==> src/rtl/assert_macros.svh <==
// assertion macros used by the rtl top level
`ifndef ASSERT_MACROS_SVH
`define ASSERT_MACROS_SVH

`ifndef ASSERT_OFF

`define ZGD_ASSERT(lbl, clk, rstn, prop) \
  lbl: assert property (@(posedge clk) disable iff (!(rstn)) (prop)) \
    else $error("assertion failed: lbl");

`define ZGD_ASSERT_NORST(lbl, clk, prop) \
  lbl: assert property (@(posedge clk) (prop)) \
    else $error("assertion failed: lbl");

`else

`define ZGD_ASSERT(lbl, clk, rstn, prop)

`define ZGD_ASSERT_NORST(lbl, clk, prop)

`endif

`endif

==> src/rtl/zgd_pkg.sv <==
// types, constants and fibonacci table of the zeckendorf decomposer
`timescale 1ns / 1ps

package zgd_pkg;

  localparam int unsigned NumW = 32;
  localparam int unsigned PosW = 6;

  localparam logic [PosW-1:0] TopPos = 6'd47;
  localparam logic [PosW-1:0] MinPos = 6'd2;

  typedef struct packed {
    logic            vld;
    logic [NumW-1:0] value;
  } zgd_item_t;

  typedef struct packed {
    logic active;
  } zgd_status_t;

  function automatic logic [NumW-1:0] zgd_fib(input logic [PosW-1:0] k);
    logic [NumW-1:0] f;
    case (k)
      6'd0:    f = 32'd0;
      6'd1:    f = 32'd1;
      6'd2:    f = 32'd1;
      6'd3:    f = 32'd2;
      6'd4:    f = 32'd3;
      6'd5:    f = 32'd5;
      6'd6:    f = 32'd8;
      6'd7:    f = 32'd13;
      6'd8:    f = 32'd21;
      6'd9:    f = 32'd34;
      6'd10:   f = 32'd55;
      6'd11:   f = 32'd89;
      6'd12:   f = 32'd144;
      6'd13:   f = 32'd233;
      6'd14:   f = 32'd377;
      6'd15:   f = 32'd610;
      6'd16:   f = 32'd987;
      6'd17:   f = 32'd1597;
      6'd18:   f = 32'd2584;
      6'd19:   f = 32'd4181;
      6'd20:   f = 32'd6765;
      6'd21:   f = 32'd10946;
      6'd22:   f = 32'd17711;
      6'd23:   f = 32'd28657;
      6'd24:   f = 32'd46368;
      6'd25:   f = 32'd75025;
      6'd26:   f = 32'd121393;
      6'd27:   f = 32'd196418;
      6'd28:   f = 32'd317811;
      6'd29:   f = 32'd514229;
      6'd30:   f = 32'd832040;
      6'd31:   f = 32'd1346269;
      6'd32:   f = 32'd2178309;
      6'd33:   f = 32'd3524578;
      6'd34:   f = 32'd5702887;
      6'd35:   f = 32'd9227465;
      6'd36:   f = 32'd14930352;
      6'd37:   f = 32'd24157817;
      6'd38:   f = 32'd39088169;
      6'd39:   f = 32'd63245986;
      6'd40:   f = 32'd102334155;
      6'd41:   f = 32'd165580141;
      6'd42:   f = 32'd267914296;
      6'd43:   f = 32'd433494437;
      6'd44:   f = 32'd701408733;
      6'd45:   f = 32'd1134903170;
      6'd46:   f = 32'd1836311903;
      6'd47:   f = 32'd2971215073;
      default: f = 32'd0;
    endcase
    return f;
  endfunction

endpackage

==> src/rtl/zgd_front.sv <==
// front end: accepts transactions, masks the number, drops zeros, two-entry queue
`timescale 1ns / 1ps

module zgd_front
  import zgd_pkg::*;
#(
  parameter int unsigned WIDTH = 32
) (
  input  logic            clk_i,
  input  logic            rst_ni,
  input  logic            start_i,
  input  logic [NumW-1:0] number_i,
  output logic            busy_o,
  output zgd_item_t       item_o,
  input  logic            pop_i
);

  localparam logic [NumW-1:0] InMask =
    (WIDTH >= NumW) ? {NumW{1'b1}} : NumW'((65'd1 << WIDTH) - 65'd1);

  logic [NumW-1:0] mem_q [2];
  logic            wr_ptr_q, wr_ptr_d;
  logic            rd_ptr_q, rd_ptr_d;
  logic [1:0]      cnt_q, cnt_d;
  logic [NumW-1:0] masked;
  logic            push;
  logic            pop;

  assign masked = number_i & InMask;
  assign busy_o = (cnt_q == 2'd2);
  assign push   = start_i && !busy_o && (masked != '0);
  assign pop    = pop_i && (cnt_q != 2'd0);

  assign item_o.vld   = (cnt_q != 2'd0);
  assign item_o.value = mem_q[rd_ptr_q];

  always_comb begin
    wr_ptr_d = push ? ~wr_ptr_q : wr_ptr_q;
    rd_ptr_d = pop ? ~rd_ptr_q : rd_ptr_q;
    cnt_d    = cnt_q;
    if (push && !pop) begin
      cnt_d = cnt_q + 2'd1;
    end else if (pop && !push) begin
      cnt_d = cnt_q - 2'd1;
    end
  end

  always_ff @(posedge clk_i) begin
    if (push) begin
      mem_q[wr_ptr_q] <= masked;
    end
  end

  always_ff @(posedge clk_i or negedge rst_ni) begin
    if (!rst_ni) begin
      wr_ptr_q <= 1'b0;
      rd_ptr_q <= 1'b0;
      cnt_q    <= 2'd0;
    end else begin
      wr_ptr_q <= wr_ptr_d;
      rd_ptr_q <= rd_ptr_d;
      cnt_q    <= cnt_d;
    end
  end

endmodule

==> src/rtl/zgd_back.sv <==
// back end: greedy walk down the fibonacci table, one compare-subtract per cycle
`timescale 1ns / 1ps

module zgd_back
  import zgd_pkg::*;
(
  input  logic            clk_i,
  input  logic            rst_ni,
  input  zgd_item_t       item_i,
  output logic            pop_o,
  output zgd_status_t     status_o,
  output logic            result_valid_o,
  output logic [NumW-1:0] fib_term_o,
  output logic [PosW-1:0] fib_position_o,
  output logic            last_term_o
);

  localparam logic StIdle = 1'b0;
  localparam logic StRun  = 1'b1;

  logic            state_q, state_d;
  logic [NumW-1:0] rem_q, rem_d;
  logic [PosW-1:0] pos_q, pos_d;
  logic            vld_q, vld_d;
  logic [NumW-1:0] term_q, term_d;
  logic [PosW-1:0] opos_q, opos_d;
  logic            last_q, last_d;
  logic [NumW-1:0] fib;
  logic            hit;
  logic            done;

  assign fib  = zgd_fib(pos_q);
  assign hit  = (fib <= rem_q);
  assign done = (rem_q == fib);

  assign pop_o           = (state_q == StIdle) && item_i.vld;
  assign status_o.active = (state_q == StRun);

  always_comb begin
    state_d = state_q;
    rem_d   = rem_q;
    pos_d   = pos_q;
    vld_d   = 1'b0;
    term_d  = term_q;
    opos_d  = opos_q;
    last_d  = last_q;
    case (state_q)
      StIdle: begin
        if (item_i.vld) begin
          rem_d   = item_i.value;
          pos_d   = TopPos;
          state_d = StRun;
        end
      end
      StRun: begin
        if (hit) begin
          rem_d  = rem_q - fib;
          vld_d  = 1'b1;
          term_d = fib;
          opos_d = pos_q;
          last_d = done;
        end
        if ((hit && done) || (pos_q == MinPos)) begin
          state_d = StIdle;
        end else begin
          pos_d = pos_q - 6'd1;
        end
      end
      default: state_d = StIdle;
    endcase
  end

  always_ff @(posedge clk_i) begin
    rem_q  <= rem_d;
    pos_q  <= pos_d;
    term_q <= term_d;
    opos_q <= opos_d;
    last_q <= last_d;
  end

  always_ff @(posedge clk_i or negedge rst_ni) begin
    if (!rst_ni) begin
      state_q <= StIdle;
      vld_q   <= 1'b0;
    end else begin
      state_q <= state_d;
      vld_q   <= vld_d;
    end
  end

  assign result_valid_o = vld_q;
  assign fib_term_o     = term_q;
  assign fib_position_o = opos_q;
  assign last_term_o    = last_q;

endmodule

==> src/rtl/zeckendorf_greedy_decomposer_core.sv <==
// top level of the zeckendorf greedy decomposer
// the first term appears once the back end has popped the transaction and walked down to it, behind queued work
// the back end walks the table (F(47)..F(2)) for one item at a time and pops no new item until that walk ends
// a two-entry queue takes new transactions while the walk runs; busy_o while it is full
// results come out one per strobe; the receiver cannot stall, zero yields no result
// reset clears the queue and the walk at once; the table is constant
`timescale 1ns / 1ps
`include "assert_macros.svh"

module zeckendorf_greedy_decomposer_core
  import zgd_pkg::*;
#(
  parameter int unsigned WIDTH = 32
) (
  input  logic            clk_i,
  input  logic            rst_ni,
  input  logic            start_i,
  output logic            busy_o,
  input  logic [NumW-1:0] number_i,
  output logic            result_valid_o,
  output logic [NumW-1:0] fib_term_o,
  output logic [PosW-1:0] fib_position_o,
  output logic            last_term_o
);

  zgd_item_t   item;
  zgd_status_t status;
  logic        pop;

  zgd_front #(
    .WIDTH(WIDTH)
  ) u_front (
    .clk_i   (clk_i),
    .rst_ni  (rst_ni),
    .start_i (start_i),
    .number_i(number_i),
    .busy_o  (busy_o),
    .item_o  (item),
    .pop_i   (pop)
  );

  zgd_back u_back (
    .clk_i         (clk_i),
    .rst_ni        (rst_ni),
    .item_i        (item),
    .pop_o         (pop),
    .status_o      (status),
    .result_valid_o(result_valid_o),
    .fib_term_o    (fib_term_o),
    .fib_position_o(fib_position_o),
    .last_term_o   (last_term_o)
  );

  `ZGD_ASSERT(a_term_range, clk_i, rst_ni, result_valid_o |-> (fib_term_o != '0) && (fib_position_o >= MinPos) && (fib_position_o <= TopPos))
  `ZGD_ASSERT(a_no_adjacent, clk_i, rst_ni, result_valid_o |=> !result_valid_o)
  `ZGD_ASSERT(a_full_valid, clk_i, rst_ni, busy_o |-> item.vld)
  `ZGD_ASSERT(a_pop_idle, clk_i, rst_ni, pop |-> !status.active && item.vld)

endmodule
==> config.mk <==
export PLATFORM = sky130hd
export DESIGN_NAME = zeckendorf_greedy_decomposer_core
export DESIGN_NICKNAME = d
export VERILOG_FILES = /design/src/rtl/zgd_pkg.sv /design/src/rtl/zgd_front.sv /design/src/rtl/zgd_back.sv /design/src/rtl/zeckendorf_greedy_decomposer_core.sv
export VERILOG_INCLUDE_DIRS = /design/src /design/src/rtl
export SDC_FILE = /design/constraint.sdc
export NUM_CORES = 1
export LEC_CHECK = 0
export BUFFER_PORTS_ARGS = -buffer_cell sky130_fd_sc_hd__buf_2
export CORE_MARGIN = 2
export CORE_UTILIZATION = 40
export DETAILED_ROUTE_END_ITERATION = 10
export PLACE_DENSITY_LB_ADDON = 0.3
export SLEW_MARGIN = 20
export SYNTH_ARGS = -nofsm -noshare
export SYNTH_HDL_FRONTEND = slang
export SYNTH_HIERARCHICAL = 1
export SYNTH_SLANG_ARGS = --single-unit
==> constraint.sdc <==
create_clock -name clk_i -period 8.8 [get_ports clk_i]
set_input_delay 0.88 -clock clk_i [delete_from_list [all_inputs] [get_ports clk_i]]
set_output_delay 0.88 -clock clk_i [all_outputs]
set_load 0.05 [all_outputs]
Word-level counts from Yosys, hierarchy flattened. Memories as Yosys holds them, arrays and structs flattened. A register that Yosys moved wholly into a read port is not among the register bits. Cells that the tools add are included.

Add/subtract/negate cells: 4. $lt $le $gt $ge: 1. Equality and inequality tests: 6. Muxes and demuxes: 16. Bitwise operators: 3. Reductions and logical operators: 17.

Operator list (count): $mux 32 (2); $pmux 32 s2 (1); $eq 32x32->1 (1); $le 32x32->1 (1); $reduce_bool 32->1 (1); $sub 32x32->32 (1); $mux 6 (3); $pmux 6 s2 (1); $logic_and 1x1->1 (7); $eq 6x2->1 const B (1); $mux 1 (6); $reduce_and 2->1 (3); $sub 6x1->6 const B (1); $mux 2 (2); $ne 2x2->1 const B (2); $reduce_bool 2->1 (2); $logic_not 1->1 (3); $not 1->1 (3); $add 2x1->2 const B (1); $eq 2x2->1 const B (1); $ne 2x1->1 const B (1); $pmux 1 s2 (1); $sub 2x1->2 const B (1); $logic_or 1x1->1 (1).

Bits in registers: 83. Bits in writable memories: 64. Memory bits (read-only): 2048. Input port bits: 35. Output and inout bits: 41. Word-level logic and storage cells: 59. Memories kept: 2.

Memory list: (name not given) (words 64, width 32, read ports 1, clocked after memory_dff 1, wr ports 0, RTL line zgd_pkg.sv:23) `case (k)`; u_front.mem_q (words 2, width 32, read ports 1, clocked after memory_dff 0, wr ports 1, RTL line zgd_front.sv:21) `logic [NumW-1:0] mem_q [2];`.

Logic depth before layout (Yosys ltp).
Word-level depth: 8. Depth in mapped cells: 18. Gate-level depth less buffers: 15.

By module. The synthesis kept the hierarchy.

Modules (own cells, without submodules): zgd_back (instances 1, cells each 753, area an instance 7267.0 µm², seq. area each 3002.9 µm²); zgd_front (instances 1, cells each 130, area an instance 2596.2 µm², seq. area each 2021.9 µm²).

Worst setup path before layout. No wires, ideal clock.

Kind: reg-to-reg. From: register u_back.rem_q[0]. To: register u_back.rem_q[0], enable pin. Library setup time: 0.375 ns. Arrival: 4.719 ns. Required time: 8.425 ns. Path slack: 3.706 ns. Stages on the path, launching flop included: 12. Buffers on the path: 0. Clock period less this slack: 5.094 ns. Cell sequence: edfxtp_1 inv_1 ha_1 fa_1 nor2b_1 o31a_1 o211ai_1 a31oi_1 a221o_1 a21oi_1 o221ai_1 or2_2.

Cells in the longest elaborated chain, start to end: 3.

RTL lines: from (decl) (RTL line zgd_back.sv:22) `logic [NumW-1:0] rem_q, rem_d;`; from (signal assigned) (RTL line zgd_back.sv:74) `rem_q <= rem_d;`; $le 32x32->1 (RTL line zgd_back.sv:33) `assign hit = (fib <= rem_q);`; $ne 2x2->1 (no line); $reduce_and 2->1 (no line).

Every way passes these cells. A chain may end at the register's enable or synchronous reset.

Worst setup path after layout.
From: register u_back/fib[7] (netlist name). To: register u_back/fib[1] (netlist name).

Cells in the longest elaborated chain, start to end: 6. Elaborated cells on any way between the ends: 7. Classes of those cells: order compare: 1; eq/ne: 2; mux: 1; reduce/logical: 3.

RTL lines: $le 32x32->1 / $eq 32x32->1 (equally long branches) (RTL line zgd_back.sv:33, zgd_back.sv:34); $logic_and 1x1->1 * (RTL line zgd_back.sv:63) `if ((hit && done) || (pos_q == MinPos)) begin`; $logic_or 1x1->1 * (RTL line zgd_back.sv:63); $ne 2x2->1 (no line) *; $reduce_and 2->1 (no line) *; $mux 6 (no line) *.

Mark *: on every way between the ends. The rest lies on a longest branch, timed or not.

==> metrics.cfg <==
[place]
io_buffers = 75
placed_cells = 1252
dp_hpwl_mm = 19.5
gp_congestion = 0.920

[logic_synthesis]
synth_top_cell_area_share_pct = 42.9
synth_largest_area_cell = edfxtp_1
syn_avg_cell_area_um2 = 11.2
synthTopCellsByArea = edfxtp_1, dfxtp_1, ha_1
ys.flop_type = edfxtp_1
synth_commonest_cells = edfxtp_1, nand2_1, inv_1
synth_most_common_cell = edfxtp_1
syn_area_um2 = 9860
synth_warnings = 6
synth_edf_count = 141
synth.distinct_cells = 83
syn_nets = 968
synthArstFlopShare_pct = 3.35
synth_seq_area_share_pct = 50.9
netlist_instances = 883
synth-seq-cells = 179

[drt]
initialDrtViolationCount = 553
routedWlPerCell_um = 20.9
vias = 7320
ant_nets = 0
first_pass_iters = 5
drc = 0
drt-total-wl_mm = 26.8
vias_per_cell = 5.70

[floorplan]
num_rows = 57
die_area_um2 = 25900
core_area_um2 = 24200
io_pins = 76
chipWidth_um = 161
die_height_um = 161
start_util_pct = 40.7

[finish]
nNetsFinal = 1032
syn_to_final_growth_pct = 12.4
final_cells = 1284
antenna_cells = 0
layout-drive-gt1-share_pct = 21.6
filler_cell_count = 2320

[setup_path]
arrival_ns = 4.98
critical_path_class = flip-flop to flip-flop
path_max_fanout = 16
critPathRequiredTime_ns = 9.09
crit_path_start_kind = flip-flop
end_kind = flip-flop

[worst_hold_path]
hold_class = primary input to asynchronous set/reset pin

[timing]
fin_crit_ns = 4.69
fmax_mhz = 213
finalSetupViolCount = 0
finalMaxSlewViolations = 0
worst_pin_slew_ns = 1.06
maxSlewHeadroom_pct = 29.2
min_period_over_period_pct = 53.3
setup_tns_ns = 0
final.setup_skew_ns = 0.00893
finalHoldViolations = 0
rsz0062_at_grt = no

[global_route]
grt_use_total_pct = 20.7
grt_pass1_vias = 6957
grt_antenna_before_repair = 0
grt_pass1_wl_mm = 41.1
overflow = 0
grt_max_degree = 42

[cts]
clk_pin_slew_worst_paths_ns = 0.07
holdBufCountCts = 0
numCtsBuffers = 17
htree_levels = 4
insertion_delay_ns = 0.43
cts_tree = yes
clock_sinks = 179
cts_buffer_depth = 2
post_cts_buffers = 0
cts-root-buf = clkbuf_16
cts_resized = 0

[status]
status = finished, final reports clean

[run]
maxCapViolations = 0

through the flow:
step / utilization, % / setup WS (ns) / area, µm² / hold slack, ns
final: 45.7 / 4.11 / 11100 / 0.259
after global routing: 45.7 / 3.84 / 11100 / 0.252
after CTS: 45.7 / 4.10 / 11100 / 0.247
after detailed placement: 43.4 / 4.15 / 10500 / 0.413
after global placement: 43.4 / 4.07 / 10500 / 0.413
after floorplan: - / 3.71 / 9860 / 0.408
worst max-delay path: stages (launching register included):
cell and delay, ns:
dfxtp_1 0.43, inv_1 0.09, ha_1 0.34, and4_1 0.23, and4_4 0.19, nand4_4 0.21, clkinv_4 0.17, o21ai_0 0.22
nand3_1 0.53, ha_1 0.92, inv_1 0.32, a21o_1 0.24, a21boi_0 0.17, nor4_1 0.08, a2111oi_1 0.41
metal layers:
| metal | routed length (µm) | vias up | track usage [%] |
|---|---|---|---|
| li1 | - | 3451 | - |
| met1 | 12300 | 3621 | 29.0 |
| met2 | 12800 | 225 | 34.0 |
| met3 | 1400 | 23 | 3.13 |
| met4 | 412 | 0 | 5.19 |
| met5 | 0 | - | 0 |
cell families after synthesis:
| logic type | share of synthesized area, % |
|---|---|
| compound gates | 15.8 |
| fa+ha+maj | 6.42 |
| xor+xnor | 3.11 |
| flops | 50.9 |
| simple gates | 12.0 |
| mux | 6.95 |
| buf+inv | 4.77 |
registers in the layout, summed over array words and instances, names as in the netlist:
signal,flops
u_back/fib,32
u_back/status_o,1
u_front/wr_ptr_q,1
u_back/rem_q,32
u_back/pos_q,6
u_back/fib_term_o,32
u_back/fib_position_o,6
u_front/mem_q,64
u_front/rd_ptr_q,1
u_back/result_valid_o,1
u_back/last_term_o,1
u_front/cnt_q,2
placed cells by master (no fill, tap or decap), drive strengths merged, types with 6 or more instances in the layout:
cell type,instances
clkbuf,17
and4,6
dfrtp,6
o31ai,8
nand2,67
dfxtp,32
inv,71
a31oi,17
nor3,21
nand4,9
a21o,15
nor4,15
a21boi,7
xor2,13
xnor2,22
nand2b,8
buf,86
nor2,49
o21ai,44
nand3,23
edfxtp,141
ha,49
a22oi,6
o221ai,11
and2,9
a21oi,47
o211ai,13
mux2,54
mux2i,7
clkinv,7
and3,8
area by class of cell:
class                           instances  area, µm²  area share (%)
Clock inverter                         15        141            1.27
Sequential cell                       179       5020            45.3
Multi-Input combinational cell        599       4390            39.6
Tap cell                              324        405            3.66
Timing Repair Buffer                   86        458            4.13
Inverter                               64        245            2.21
Clock buffer                           17        425            3.84
final timing paths:
check / from / end / slack [ns] / cells past startpoint
worst min register to register: u_back/fib[29] / u_back/fib_term_o[29] / 0.42 / 0
worst min-delay path: rst_ni / u_front/wr_ptr_q / 0.26 / 1
min in group clk_i: u_back/fib[29] / u_back/fib_term_o[29] / 0.42 / 0
worst max register to register: u_back/fib[7] / u_back/fib[1] / 4.11 / 14
worst max-delay path: u_back/fib[7] / u_back/fib[1] / 4.11 / 14
max in group asynchronous: rst_ni / u_front/rd_ptr_q / 8.40 / 1
Power is not shown: default switching activity piles up to over one toggle a cycle in this logic, so the estimate is an artifact.
